==> config.mk <==
export PLATFORM = sky130hd
export DESIGN_NAME = random_selection_sampler_core_flat
export DESIGN_NICKNAME = d
export VERILOG_FILES = /design/src/rtl/rss_pkg.sv /design/src/rtl/rss_if.sv /design/src/rtl/rss_ctrl.sv /design/src/rtl/rss_dp.sv /design/src/rtl/random_selection_sampler_core.sv /design/src/flat_wrapper.sv
export SDC_FILE = /design/constraint.sdc
export NUM_CORES = 2
export LEC_CHECK = 0
export BUFFER_PORTS_ARGS = -buffer_cell sky130_fd_sc_hd__buf_2
export CORE_ASPECT_RATIO = 0.5
export CORE_MARGIN = 2
export CORE_UTILIZATION = 30
export CTS_CLUSTER_SIZE = 16
export DETAILED_ROUTE_END_ITERATION = 12
export GPL_ROUTABILITY_DRIVEN = 0
export PLACE_DENSITY_LB_ADDON = 0.12
export SETUP_SLACK_MARGIN = 0.2
export SLEW_MARGIN = 20
export SYNTH_ARGS = -nofsm -noshare
export SYNTH_HDL_FRONTEND = slang
export SYNTH_SLANG_ARGS = --single-unit
==> constraint.sdc <==
create_clock -name clk -period 15.4 [get_ports clk]
set_input_delay 3.08 -clock clk [delete_from_list [all_inputs] [get_ports clk]]
set_output_delay 3.08 -clock clk [all_outputs]
set_load 0.005 [all_outputs]
==> src/rtl/rss_pkg.sv <==
`timescale 1ns / 1ps
`default_nettype none
// ----------------------------------------------------------------------------
// rss_pkg: shared types and constants of the selection sampler
// Field widths, configuration register indexes, datapath opcodes and the
// command/status structs between controller and datapath.
// ----------------------------------------------------------------------------
package rss_pkg;

  localparam int COUNT_WIDTH_DEF = 16;

  localparam int SIZE_W  = 16;
  localparam int TAG_W   = 32;
  localparam int INDEX_W = 16;
  localparam int PCT_W   = 7;
  localparam int RNG_W   = 64;
  localparam int CFG_IDX_W = 2;
  localparam int CFG_DATA_W = 64;

  localparam logic [CFG_IDX_W-1:0] CFG_PERCENT = 2'd0;
  localparam logic [CFG_IDX_W-1:0] CFG_MAX_PIC = 2'd1;
  localparam logic [CFG_IDX_W-1:0] CFG_SEED    = 2'd2;

  localparam logic [PCT_W-1:0]  PCT_FULL    = 7'd100;
  localparam logic [PCT_W-1:0]  PCT_RESET   = 7'd100;
  localparam logic [7:0]        ROUND_HALF  = 8'd50;
  // ceil(2^37 / 100): exact floor division by 100 for values below 2^32
  localparam logic [31:0]       RECIP_100   = 32'h51EB851F;
  localparam int                RECIP_SHIFT = 37;

  localparam logic [63:0] GOLDEN = 64'h9e3779b97f4a7c15;
  localparam logic [63:0] MIX_C1 = 64'hbf58476d1ce4e5b9;
  localparam logic [63:0] MIX_C2 = 64'h94d049bb133111eb;

  typedef logic [3:0] op_t;
  localparam op_t OP_NONE    = 4'd0;
  localparam op_t OP_LOAD    = 4'd1;
  localparam op_t OP_TGT_MUL = 4'd2;
  localparam op_t OP_TGT_DIV = 4'd3;
  localparam op_t OP_TGT_FIN = 4'd4;
  localparam op_t OP_SKIP    = 4'd5;
  localparam op_t OP_RNG     = 4'd6;
  localparam op_t OP_MUL1    = 4'd7;
  localparam op_t OP_MIX27   = 4'd8;
  localparam op_t OP_MUL2    = 4'd9;
  localparam op_t OP_MIX31   = 4'd10;
  localparam op_t OP_DIV     = 4'd11;
  localparam op_t OP_DECIDE  = 4'd12;
  localparam op_t OP_EMIT    = 4'd13;

  typedef struct packed {
    op_t op;
  } cmd_t;

  typedef struct packed {
    logic first;
    logic seen_ge_size;
    logic need_draw;
    logic mul_last;
    logic div_last;
    logic reject;
    logic keep;
    logic out_free;
  } sts_t;

endpackage
`default_nettype wire

==> src/rtl/rss_if.sv <==
`timescale 1ns / 1ps
`default_nettype none
// ----------------------------------------------------------------------------
// rss_in_if / rss_out_if: item channels of the selection sampler
// Valid/ready channels; an item moves when valid and ready are both high.
// ----------------------------------------------------------------------------
interface rss_in_if;
  logic                        valid;
  logic                        ready;
  logic                        first_of_group;
  logic [rss_pkg::SIZE_W-1:0]  group_size;
  logic [rss_pkg::TAG_W-1:0]   item_tag;

  modport source (output valid, first_of_group, group_size, item_tag, input ready);
  modport sink   (input valid, first_of_group, group_size, item_tag, output ready);
endinterface

interface rss_out_if;
  logic                        valid;
  logic                        ready;
  logic [rss_pkg::TAG_W-1:0]   kept_tag;
  logic [rss_pkg::INDEX_W-1:0] sample_index;
  logic                        last_of_sample;

  modport source (output valid, kept_tag, sample_index, last_of_sample, input ready);
  modport sink   (input valid, kept_tag, sample_index, last_of_sample, output ready);
endinterface
`default_nettype wire

==> src/rtl/rss_ctrl.sv <==
`timescale 1ns / 1ps
`default_nettype none
// ----------------------------------------------------------------------------
// rss_ctrl: sequencer of the selection sampler
// Steps one item through target set-up, draw, rejection and emit.
// ----------------------------------------------------------------------------
module rss_ctrl (
  input  wire logic          clk,
  input  wire logic          rst_n,
  input  wire logic          in_valid,
  output logic               in_ready,
  input  wire rss_pkg::sts_t sts,
  output rss_pkg::cmd_t      cmd
);

  localparam logic [3:0] S_IDLE    = 4'd0;
  localparam logic [3:0] S_TGT_MUL = 4'd1;
  localparam logic [3:0] S_TGT_DIV = 4'd2;
  localparam logic [3:0] S_TGT_FIN = 4'd3;
  localparam logic [3:0] S_CHECK   = 4'd4;
  localparam logic [3:0] S_RNG     = 4'd5;
  localparam logic [3:0] S_MUL1    = 4'd6;
  localparam logic [3:0] S_MIX27   = 4'd7;
  localparam logic [3:0] S_MUL2    = 4'd8;
  localparam logic [3:0] S_MIX31   = 4'd9;
  localparam logic [3:0] S_DIV     = 4'd10;
  localparam logic [3:0] S_DECIDE  = 4'd11;
  localparam logic [3:0] S_EMIT    = 4'd12;

  logic [3:0] state_r, state_nxt;

  assign in_ready = (state_r == S_IDLE);

  always_comb begin
    state_nxt = state_r;
    cmd.op    = rss_pkg::OP_NONE;
    unique case (state_r)
      S_IDLE: begin
        if (in_valid) begin
          cmd.op    = rss_pkg::OP_LOAD;
          state_nxt = sts.first ? S_TGT_MUL : S_CHECK;
        end
      end
      S_TGT_MUL: begin
        cmd.op    = rss_pkg::OP_TGT_MUL;
        state_nxt = S_TGT_DIV;
      end
      S_TGT_DIV: begin
        cmd.op    = rss_pkg::OP_TGT_DIV;
        state_nxt = S_TGT_FIN;
      end
      S_TGT_FIN: begin
        cmd.op    = rss_pkg::OP_TGT_FIN;
        state_nxt = S_CHECK;
      end
      S_CHECK: begin
        priority if (sts.seen_ge_size) begin
          state_nxt = S_IDLE;
        end else if (sts.need_draw) begin
          state_nxt = S_RNG;
        end else begin
          cmd.op    = rss_pkg::OP_SKIP;
          state_nxt = S_IDLE;
        end
      end
      S_RNG: begin
        cmd.op    = rss_pkg::OP_RNG;
        state_nxt = S_MUL1;
      end
      S_MUL1: begin
        cmd.op = rss_pkg::OP_MUL1;
        if (sts.mul_last) state_nxt = S_MIX27;
      end
      S_MIX27: begin
        cmd.op    = rss_pkg::OP_MIX27;
        state_nxt = S_MUL2;
      end
      S_MUL2: begin
        cmd.op = rss_pkg::OP_MUL2;
        if (sts.mul_last) state_nxt = S_MIX31;
      end
      S_MIX31: begin
        cmd.op    = rss_pkg::OP_MIX31;
        state_nxt = S_DIV;
      end
      S_DIV: begin
        cmd.op = rss_pkg::OP_DIV;
        if (sts.div_last) state_nxt = S_DECIDE;
      end
      S_DECIDE: begin
        if (sts.reject) begin
          state_nxt = S_RNG;
        end else begin
          cmd.op    = rss_pkg::OP_DECIDE;
          state_nxt = sts.keep ? S_EMIT : S_IDLE;
        end
      end
      S_EMIT: begin
        if (sts.out_free) begin
          cmd.op    = rss_pkg::OP_EMIT;
          state_nxt = S_IDLE;
        end
      end
      default: state_nxt = S_IDLE;
    endcase
  end

  always_ff @(posedge clk) begin
    if (!rst_n) state_r <= S_IDLE;
    else        state_r <= state_nxt;
  end

  a_emit_from_decide: assert property (@(posedge clk) disable iff (!rst_n)
    (state_r == S_EMIT) |-> ($past(state_r) == S_EMIT || $past(state_r) == S_DECIDE))
    else $error("emit entered without a decision");
  a_draw_after_check: assert property (@(posedge clk) disable iff (!rst_n)
    (state_r == S_CHECK && !sts.seen_ge_size && sts.need_draw) |=> (state_r == S_RNG))
    else $error("draw not started");
  a_idle_accept: assert property (@(posedge clk) disable iff (!rst_n)
    (in_ready && in_valid) |-> (cmd.op == rss_pkg::OP_LOAD))
    else $error("item accepted without load");

endmodule
`default_nettype wire

==> src/rtl/rss_dp.sv <==
`timescale 1ns / 1ps
`default_nettype none
// ----------------------------------------------------------------------------
// rss_dp: datapath of the selection sampler
// Config registers, group counters, splitmix64 with a shared 32x32
// multiplier, bit-serial remainder unit and the output register.
// ----------------------------------------------------------------------------
module rss_dp #(
  parameter int COUNT_WIDTH = rss_pkg::COUNT_WIDTH_DEF
) (
  input  wire logic                              clk,
  input  wire logic                              rst_n,
  input  wire rss_pkg::cmd_t                     cmd,
  output rss_pkg::sts_t                          sts,
  input  wire logic                              cfg_we,
  input  wire logic [rss_pkg::CFG_IDX_W-1:0]     cfg_index,
  input  wire logic [rss_pkg::CFG_DATA_W-1:0]    cfg_wdata,
  input  wire logic                              in_first,
  input  wire logic [rss_pkg::SIZE_W-1:0]        in_size,
  input  wire logic [rss_pkg::TAG_W-1:0]         in_tag,
  output logic                                   out_valid,
  input  wire logic                              out_ready,
  output logic [rss_pkg::TAG_W-1:0]              out_tag,
  output logic [rss_pkg::INDEX_W-1:0]            out_index,
  output logic                                   out_last
);

  localparam int CW = COUNT_WIDTH;

  logic [rss_pkg::PCT_W-1:0]  percent_r, pct_eff_r;
  logic [rss_pkg::SIZE_W-1:0] maxp_r;
  logic [rss_pkg::RNG_W-1:0]  rng_r, a_r, acc_r, x_r, dvd_r;
  logic [CW-1:0]              size_r, seen_r, picked_r, target_r, rem_r;
  logic [rss_pkg::TAG_W-1:0]  tag_r;
  logic [22:0]                prod_r;
  logic [rss_pkg::SIZE_W-1:0] q_r;
  logic [5:0]                 cnt_r;
  logic                       out_valid_r, last_r;
  logic [rss_pkg::TAG_W-1:0]  out_tag_r;
  logic [rss_pkg::INDEX_W-1:0] out_index_r;

  logic [CW-1:0]              m, need, picked_inc;
  logic [rss_pkg::RNG_W-1:0]  rng_add, mix_b, mul_acc;
  logic [31:0]                ma, mb;
  logic [63:0]                mprod;
  logic [CW:0]                div_t;
  logic [rss_pkg::RNG_W:0]    blk_end;
  logic [54:0]                qprod;
  logic [rss_pkg::SIZE_W-1:0] n16, k_pct, k_cap;

  assign m          = size_r - seen_r;
  assign need       = target_r - picked_r;
  assign picked_inc = picked_r + 1'b1;
  assign rng_add    = rng_r + rss_pkg::GOLDEN;
  assign n16        = rss_pkg::SIZE_W'(size_r);

  // 64x64 low product as three 32x32 partial products
  assign mix_b = (cmd.op == rss_pkg::OP_MUL2) ? rss_pkg::MIX_C2 : rss_pkg::MIX_C1;
  always_comb begin
    unique case (cnt_r[1:0])
      2'd0:    begin ma = a_r[31:0];  mb = mix_b[31:0];  end
      2'd1:    begin ma = a_r[31:0];  mb = mix_b[63:32]; end
      default: begin ma = a_r[63:32]; mb = mix_b[31:0];  end
    endcase
  end
  assign mprod   = 64'(ma) * 64'(mb);
  assign mul_acc = (cnt_r == 6'd0) ? mprod : acc_r + {mprod[31:0], 32'd0};

  assign div_t   = {rem_r, dvd_r[63]};
  assign blk_end = {1'b0, x_r} - (rss_pkg::RNG_W+1)'(rem_r) + (rss_pkg::RNG_W+1)'(m);

  assign qprod = 55'(prod_r + 23'(rss_pkg::ROUND_HALF)) * 55'(rss_pkg::RECIP_100);

  always_comb begin
    k_pct = n16;
    if (pct_eff_r < rss_pkg::PCT_FULL) begin
      k_pct = (q_r == '0 && n16 != '0) ? 16'd1 : q_r;
    end
    k_cap = (maxp_r != '0 && k_pct > maxp_r) ? maxp_r : k_pct;
  end

  always_comb begin
    sts.first        = in_first;
    sts.seen_ge_size = (seen_r >= size_r);
    sts.need_draw    = (picked_r < target_r);
    sts.mul_last     = (cnt_r == 6'd2);
    sts.div_last     = (cnt_r == 6'd63);
    sts.reject       = blk_end[rss_pkg::RNG_W];
    sts.keep         = (rem_r < need);
    sts.out_free     = !out_valid_r || out_ready;
  end

  always_ff @(posedge clk) begin
    if (!rst_n) begin
      percent_r <= rss_pkg::PCT_RESET;
      maxp_r    <= '0;
      rng_r     <= '0;
      size_r    <= '0;
      seen_r    <= '0;
      picked_r  <= '0;
      target_r  <= '0;
      out_valid_r <= 1'b0;
    end else begin
      if (cfg_we) begin
        unique case (cfg_index)
          rss_pkg::CFG_PERCENT: percent_r <= cfg_wdata[rss_pkg::PCT_W-1:0];
          rss_pkg::CFG_MAX_PIC: maxp_r    <= cfg_wdata[rss_pkg::SIZE_W-1:0];
          rss_pkg::CFG_SEED:    rng_r     <= cfg_wdata;
          default: ;
        endcase
      end
      if (cmd.op == rss_pkg::OP_LOAD && in_first) begin
        size_r   <= CW'(in_size);
        seen_r   <= '0;
        picked_r <= '0;
      end
      if (cmd.op == rss_pkg::OP_TGT_FIN) target_r <= CW'(k_cap);
      if (cmd.op == rss_pkg::OP_SKIP || cmd.op == rss_pkg::OP_DECIDE) seen_r <= seen_r + 1'b1;
      if (cmd.op == rss_pkg::OP_RNG) rng_r <= rng_add;
      if (cmd.op == rss_pkg::OP_EMIT) begin
        picked_r    <= picked_inc;
        out_valid_r <= 1'b1;
      end else if (out_ready) begin
        out_valid_r <= 1'b0;
      end
    end
  end

  always_ff @(posedge clk) begin
    unique case (cmd.op)
      rss_pkg::OP_LOAD:    tag_r <= in_tag;
      rss_pkg::OP_TGT_MUL: begin
        pct_eff_r <= (percent_r == '0 || percent_r > rss_pkg::PCT_FULL) ?
                     rss_pkg::PCT_FULL : percent_r;
        prod_r    <= 23'(n16) * 23'((percent_r == '0 || percent_r > rss_pkg::PCT_FULL) ?
                     rss_pkg::PCT_FULL : percent_r);
      end
      rss_pkg::OP_TGT_DIV: q_r <= qprod[rss_pkg::RECIP_SHIFT +: rss_pkg::SIZE_W];
      rss_pkg::OP_RNG: begin
        a_r   <= rng_add ^ (rng_add >> 30);
        cnt_r <= '0;
      end
      rss_pkg::OP_MUL1, rss_pkg::OP_MUL2: begin
        acc_r <= mul_acc;
        cnt_r <= cnt_r + 1'b1;
      end
      rss_pkg::OP_MIX27: begin
        a_r   <= acc_r ^ (acc_r >> 27);
        cnt_r <= '0;
      end
      rss_pkg::OP_MIX31: begin
        x_r   <= acc_r ^ (acc_r >> 31);
        dvd_r <= acc_r ^ (acc_r >> 31);
        rem_r <= '0;
        cnt_r <= '0;
      end
      rss_pkg::OP_DIV: begin
        rem_r <= (div_t >= {1'b0, m}) ? CW'(div_t - {1'b0, m}) : CW'(div_t);
        dvd_r <= {dvd_r[62:0], 1'b0};
        cnt_r <= cnt_r + 1'b1;
      end
      rss_pkg::OP_EMIT: begin
        out_tag_r   <= tag_r;
        out_index_r <= rss_pkg::INDEX_W'(picked_r);
        last_r      <= (picked_inc == target_r);
      end
      default: ;
    endcase
  end

  assign out_valid = out_valid_r;
  assign out_tag   = out_tag_r;
  assign out_index = out_index_r;
  assign out_last  = last_r;

  a_emit_sets_valid: assert property (@(posedge clk) disable iff (!rst_n)
    (cmd.op == rss_pkg::OP_EMIT) |=> out_valid_r)
    else $error("emit lost");
  a_picked_bound: assert property (@(posedge clk) disable iff (!rst_n)
    picked_r <= target_r)
    else $error("picked count past target");
  a_seen_bound: assert property (@(posedge clk) disable iff (!rst_n)
    seen_r <= size_r)
    else $error("seen count past group size");
  a_rem_bound: assert property (@(posedge clk) disable iff (!rst_n)
    (cmd.op == rss_pkg::OP_DIV) |=> (rem_r < m))
    else $error("remainder out of range");

endmodule
`default_nettype wire

==> src/rtl/random_selection_sampler_core.sv <==
`timescale 1ns / 1ps
`default_nettype none
// ----------------------------------------------------------------------------
// random_selection_sampler_core: streaming selection sampler
// Keeps k items of each group, each with probability needed/left, using a
// splitmix64 draw with an unbiased rejection-sampled modulo.
// ----------------------------------------------------------------------------
// One item at a time. An item that needs no draw is loaded and checked; a
// first item adds the target-count set-up (multiply, divide, finish). An
// item that needs a draw also steps through the generator, the remainder
// unit and the decision, and the emit when it is kept: the 64-bit generator
// runs two products on one 32x32 multiplier as three partial products each,
// then the remainder unit takes one dividend bit per cycle. A rejected draw
// repeats that loop, which is rare for any group size. A kept item waits in
// the output register while the next item is taken in; a kept item that
// finds the output register still full stalls until it is taken.
module random_selection_sampler_core #(
  parameter int COUNT_WIDTH = rss_pkg::COUNT_WIDTH_DEF
) (
  input  wire logic                           clk,
  input  wire logic                           rst_n,
  input  wire logic                           cfg_we,
  input  wire logic [rss_pkg::CFG_IDX_W-1:0]  cfg_index,
  input  wire logic [rss_pkg::CFG_DATA_W-1:0] cfg_wdata,
  rss_in_if.sink                              in_ch,
  rss_out_if.source                           out_ch
);

  rss_pkg::cmd_t cmd;
  rss_pkg::sts_t sts;

  rss_ctrl u_ctrl (
    .clk      (clk),
    .rst_n    (rst_n),
    .in_valid (in_ch.valid),
    .in_ready (in_ch.ready),
    .sts      (sts),
    .cmd      (cmd)
  );

  rss_dp #(.COUNT_WIDTH(COUNT_WIDTH)) u_dp (
    .clk       (clk),
    .rst_n     (rst_n),
    .cmd       (cmd),
    .sts       (sts),
    .cfg_we    (cfg_we),
    .cfg_index (cfg_index),
    .cfg_wdata (cfg_wdata),
    .in_first  (in_ch.first_of_group),
    .in_size   (in_ch.group_size),
    .in_tag    (in_ch.item_tag),
    .out_valid (out_ch.valid),
    .out_ready (out_ch.ready),
    .out_tag   (out_ch.kept_tag),
    .out_index (out_ch.sample_index),
    .out_last  (out_ch.last_of_sample)
  );

endmodule
`default_nettype wire

==> src/flat_wrapper.sv <==
// flat-port wrapper written by rule: the top's interface ports become plain ports
module random_selection_sampler_core_flat 
#(
  parameter int COUNT_WIDTH = rss_pkg::COUNT_WIDTH_DEF
)
  (clk, rst_n, cfg_we, cfg_index, cfg_wdata, in_ch_valid, in_ch_first_of_group, in_ch_group_size, in_ch_item_tag, in_ch_ready, out_ch_valid, out_ch_kept_tag, out_ch_sample_index, out_ch_last_of_sample, out_ch_ready);
  rss_in_if in_ch_i ();
  rss_out_if out_ch_i ();
  input  wire logic clk;
  input  wire logic rst_n;
  input  wire logic cfg_we;
  input  wire logic [rss_pkg::CFG_IDX_W-1:0] cfg_index;
  input  wire logic [rss_pkg::CFG_DATA_W-1:0] cfg_wdata;
  input wire logic [$bits(in_ch_i.valid)-1:0] in_ch_valid;
  input wire logic [$bits(in_ch_i.first_of_group)-1:0] in_ch_first_of_group;
  input wire logic [$bits(in_ch_i.group_size)-1:0] in_ch_group_size;
  input wire logic [$bits(in_ch_i.item_tag)-1:0] in_ch_item_tag;
  output wire logic [$bits(in_ch_i.ready)-1:0] in_ch_ready;
  output wire logic [$bits(out_ch_i.valid)-1:0] out_ch_valid;
  output wire logic [$bits(out_ch_i.kept_tag)-1:0] out_ch_kept_tag;
  output wire logic [$bits(out_ch_i.sample_index)-1:0] out_ch_sample_index;
  output wire logic [$bits(out_ch_i.last_of_sample)-1:0] out_ch_last_of_sample;
  input wire logic [$bits(out_ch_i.ready)-1:0] out_ch_ready;
  assign in_ch_i.valid = in_ch_valid;
  assign in_ch_i.first_of_group = in_ch_first_of_group;
  assign in_ch_i.group_size = in_ch_group_size;
  assign in_ch_i.item_tag = in_ch_item_tag;
  assign in_ch_ready = in_ch_i.ready;
  assign out_ch_valid = out_ch_i.valid;
  assign out_ch_kept_tag = out_ch_i.kept_tag;
  assign out_ch_sample_index = out_ch_i.sample_index;
  assign out_ch_last_of_sample = out_ch_i.last_of_sample;
  assign out_ch_i.ready = out_ch_ready;
  random_selection_sampler_core #(.COUNT_WIDTH(COUNT_WIDTH)) u_core (.clk(clk), .rst_n(rst_n), .cfg_we(cfg_we), .cfg_index(cfg_index), .cfg_wdata(cfg_wdata), .in_ch(in_ch_i), .out_ch(out_ch_i));
endmodule
# After elaboration in Yosys (flattened, before gate mapping)
# Cells that the tools add are included.
[word_totals] output_inout_bits=51 input_bits=120 wordCells=151 register_bits=561
[classes] n_eq_ne=36 n_mul=3 bitwise_logic=3 mux=38 add_sub_neg=11 order_cmp=7 n_reduce_logical=31
[op_table] cell="2-to-1 mux 64 bit" count=4
[op_table] cell="one-hot mux 64 bit (2 select lines)" count=2
[op_table] cell="2-to-1 mux 16 bit" count=7
[op_table] cell="one-hot mux 4 bit (13 select lines)" count=2
[op_table] cell="adder 65 x 16 -> 65 bit" count=1
[op_table] cell="subtractor 64 x 16 -> 65 bit" count=1
[op_table] cell="adder 64 bit" count=1
[op_table] cell="adder 64 bit, second input constant" count=1
[op_table] cell="multiplier 32 x 32 -> 64 bit" count=1
[op_table] cell="2-to-1 mux 32 bit" count=2
[op_table] cell="bitwise XOR 64 x 33 -> 64 bit" count=1
[op_table] cell="bitwise XOR 64 x 34 -> 64 bit" count=1
[op_table] cell="bitwise XOR 64 x 37 -> 64 bit" count=1
[op_table] cell="2-to-1 mux 62 bit" count=1
[op_table] cell="multiplier 24 x 31 -> 53 bit, second input constant" count=1
[op_table] cell="subtractor 16 bit" count=3
[op_table] cell="equality test 4 bit, second input constant" count=11
[op_table] cell="2-to-1 mux 4 bit" count=9
[op_table] cell="adder 16 x 1 -> 16 bit, second input constant" count=2
[op_table] cell="equality test 4 x 3 -> 1 bit, second input constant" count=8
[op_table] cell="< comparator 16 bit" count=2
[op_table] cell="one-hot mux 16 bit (2 select lines)" count=1
[op_table] cell="nonzero test 16 bit" count=2
[op_table] cell="adder 23 x 6 -> 24 bit, second input constant" count=1
[op_table] cell="33 further kinds" count=63

# Logic depth before layout (Yosys ltp)
[logic_depth] ltp_word=10 mapped_depth=44 mapped_depth_nobuf=41

# By module
# A second synthesis with hierarchy kept.
[unflattened] hier_cells=7675 area_unflattened_um2=75346.0
[modules_own_cells] mod="rss_dp" area_each_um2=74875.6 cells_per_inst=7606 seq_area_each_um2=15144.5 instances=1
[modules_own_cells] mod="rss_ctrl" area_each_um2=470.5 cells_per_inst=69 seq_area_each_um2=80.1 instances=1

# Worst setup path before layout
# No wires, ideal clock.
[synth_timing] path_type="reg-to-reg" start="reg u_core.u_dp.cnt_r[0]" end="reg u_core.u_dp.acc_r[63] (netlist name) (data pin)" synth_period_minus_slack_ps=10195 arrival_time_ps=9924 stages_incl_launch_ff=37 setup_time_ps=271 path_slack_ps=5205 required_ps=15129 n_path_buf=2 cell_sequence="edfxtp_1 ha_1 clkbuf_1 nor2_1 clkbuf_1 mux2i_1 inv_1 and2_1 fa_1 fa_1 fa_1 inv_1 fa_1 inv_1 ha_1 ha_1 fa_1 inv_1 fa_1 inv_1 ha_1 or2_2 a311oi_1 o21ai_0 a21oi_1 o21bai_1 a21oi_1 xnor2_1 ha_1 inv_1 o41ai_1 a211oi_1 o31a_1 o31ai_1 a31oi_1 xor2_1 a21oi_1"
[synth_via] elab_chain_len=6 word_cells_on_any_way=9 classes_between="add/sub: 1; mul: 1; eq/ne: 1; mux: 3; reduce/logical: 3"
[synth_rtl] item="start, declared" line="rss_dp.sv:37" text="logic [5:0] cnt_r;"
[synth_rtl] item="start signal, assigned" line="rss_dp.sv:145" text="cnt_r <= cnt_r + 1'b1;"
[synth_rtl] item="start signal, assigned" line="rss_dp.sv:160" text="cnt_r <= cnt_r + 1'b1;"
[synth_rtl] item="equality test 2 x 1 -> 1 bit or logical NOT 2 bit (tied branches)" line="rss_dp.sv:60" text="unique case (cnt_r[1:0])"
[synth_rtl] item="OR reduction 2 bit (no line)"
[synth_rtl] item="2-to-1 mux 32 bit" line="rss_dp.sv:60"
[synth_rtl] item="multiplier 32 x 32 -> 64 bit" line="rss_dp.sv:66" text="assign mprod = 64'(ma) * 64'(mb);"
[synth_rtl] item="adder 64 bit" line="rss_dp.sv:67" text="assign mul_acc = (cnt_r == 6'd0) ? mprod : acc_r + {mprod[31:0], 32'd0};"
[synth_rtl] item="2-to-1 mux 64 bit (*)" line="rss_dp.sv:67"
[synth_rtl] item="net u_core.u_dp.mul_acc (one bit)" line="rss_dp.sv:43" text="logic [rss_pkg::RNG_W-1:0] rng_add, mix_b, mul_acc;"
[synth_rtl] item="end signal, assigned" line="rss_dp.sv:144" text="acc_r <= mul_acc;"
[synth_rtl] item="end, declared" line="rss_dp.sv:32" text="logic [rss_pkg::RNG_W-1:0] rng_r, a_r, acc_r, x_r, dvd_r;"
# Mark *: on every way through the listed nets, which the timed path passes. The rest lies on a longest branch.
# A chain may end at the register's enable or synchronous reset.

# Worst setup path after layout
[layout_timing] start="reg u_core.u_dp.cnt_r[0]" end="reg u_core.u_dp.acc_r[57] (netlist name) (data pin)"
# The elaborated chain is that of the path after synthesis.

==> flow_summary.ini <==
[run_status]
outcome = complete, no violations

[clock_network]
cts_made_buffers = 72
insertion_delay_ps = 680
cts_hold_buf = 0
cts_resized = 0
clk_pin_slew_ps = 60
cts_tree = yes
postCtsSetupBuffers = 0
clockBufferDepth = 3
htree_levels = 3
cts_num_sinks = 559
clockRootBuffer = clkbuf_16

[drt]
wl_met3_um = 11400
routed_wl_um = 265000
via_count = 52262
wl_met1_um = 123000
dr.pass1.iters = 7
drc = 0
drt-initial-drc-count = 3696
route.met2.wl_um = 126000
ant_nets = 0
highest_layer = met4
vias_per_cell = 4.78
wl_per_cell_um = 24.3

[worst_setup_path]
cp_num_buf_inv = 10
arrival_ps = 12410
path_delay_family = adder cells
crit_top_cell = inv_1
worstRegToRegCells = 33
worst-endpoint-required_ps = 15800
cp.depth = 33
cp-start-kind = flip-flop
path_class = flip-flop to flip-flop
cp-startpoint = u_core.u_dp.cnt_r[0]
endpoint_kind = flip-flop
r2r_start = u_core.u_dp.cnt_r[0]
crit_fanout = 17
slowest_stage = mux2i_2
worst_path_largest_cell_delay_ps = 830

[synth]
async_reset_ff_frac = 0
yosys_warnings = 0
synth_edf_count = 403
syn_inst = 7506
ys_ff_latch = 559
syn-mean-instance-area_um2 = 9.91
syn-num-nets = 9606
synth.distinct_cells = 91
synth_area_um2 = 74400
seq_area_frac_synth = 0.205
yosys_most_used_dff = edfxtp_1

[timing]
hold_violations = 0
layout_min_cycle_time_ps = 12010
fin_skew_ps = 35.9
period_share = 0.780
slew_viol_final = 0
max_freq_mhz = 83.3
grt_setup_unrepaired = no
tightest_slew_ps = 1190
slew_headroom = 0.205
tns_ps = 0
finalSetupViolations = 0
whs_ps = 409

[floorplan]
initial_core_util = 0.301
rows = 129
die_area_um2 = 252000
dieHeight_um = 356
coreArea_um2 = 247000
fp.dieW_um = 708
io_pins = 171

[finish]
layout_common_cells = inv_1, fa_1, ha_1, nand2_1, nor2_1
final_common_cell = inv_1
n_antenna_cell = 0
fin_nets = 9707
final_core_util = 0.331
syn_to_final_growth_pct = 9.90
drive_gt1_frac = 0.0681

[global_route]
grt_overflow = 0
grt_pass1_vias = 55351
grt_max_degree = 67
grt_antenna_before_repair = 7
grt_use_total = 0.212
grt_first_pass_wirelength_um = 392000

[place]
hpwl_um = 225000
port_buffers = 170

[min_path]
hold_class = flip-flop to flip-flop
hold-path-cell-count = 0
worstHoldStart = u_core.u_dp.tag_r[6]

[flow_run]
maxCapViolations = 0
[worst paths after layout]
check | to | slack [ps]
max | u_core.u_dp.acc_r[57] | 3390
min | u_core.u_dp.out_tag[6] | 410
max reg2reg | u_core.u_dp.acc_r[57] | 3390
min reg2reg | u_core.u_dp.out_tag[6] | 410
[synth_stat cells (83+ instances only)]
| master | n | area, um2 |
|---|---|---|
| a21o_1 | 119 | 893 |
| a21oi_1 | 309 | 1550 |
| and2_1 | 152 | 951 |
| clkbuf_1 | 206 | 773 |
| dfxtp_1 | 156 | 3120 |
| edfxtp_1 | 403 | 12100 |
| fa_1 | 1168 | 23400 |
| ha_1 | 812 | 10200 |
| inv_1 | 1566 | 5880 |
| nand2_1 | 548 | 2060 |
| nand2b_1 | 83 | 519 |
| nor2_1 | 460 | 1730 |
| o21ai_0 | 206 | 1030 |
| xnor2_1 | 203 | 1780 |
| xor2_1 | 179 | 1570 |
[routing by layer]
metal	vias to the layer above	global-route usage
li1	24266	-
met1	26741	0.297
met2	1067	0.357
met3	188	0.0245
met4	0	0.0395
met5	-	0
[kinds of logic after synthesis]
| logic type | count (synthesis) | share of synthesized area |
|---|---|---|
| fa+ha+maj | 1980 | 0.451 |
| buf+inv | 1805 | 0.0914 |
| simple gates | 1682 | 0.106 |
| compound gates | 964 | 0.0826 |
| flops | 559 | 0.205 |
| xor+xnor | 382 | 0.0450 |
| mux | 134 | 0.0191 |
[cell type report]
cell class	count	area, um2
Timing Repair Buffer	262	1540
Inverter	1570	5900
Sequential cell	559	15200
Tap cell	3275	4100
Clock buffer	100	2090
Clock inverter	31	372
Multi-Input combinational cell	5142	52500
Fill cell	25666	165000
[state kept, by name, indices dropped and copies added (netlist names), 23 cells and up]
name and cells:
u_core.u_dp.a_r 64, u_core.u_dp.acc_r 64, u_core.u_dp.dvd_r 64, u_core.u_dp.out_tag 32, u_core.u_dp.prod_r 23, u_core.u_dp.rng_r 64
u_core.u_dp.tag_r 32, u_core.u_dp.x_r 64
[metrics by stage]
stage               setup slack (ps)  cells  cell area, um2
floorplan                       5210   7506           74400
global placement                3140  10808           79300
detailed placement              3540  10808           79300
CTS                             3520  10939           81700
global route                    2860  10939           81700
finish                          3390  10939           81700
Power is not shown: default switching activity piles up to over one toggle a cycle in this logic, so the estimate is an artifact.
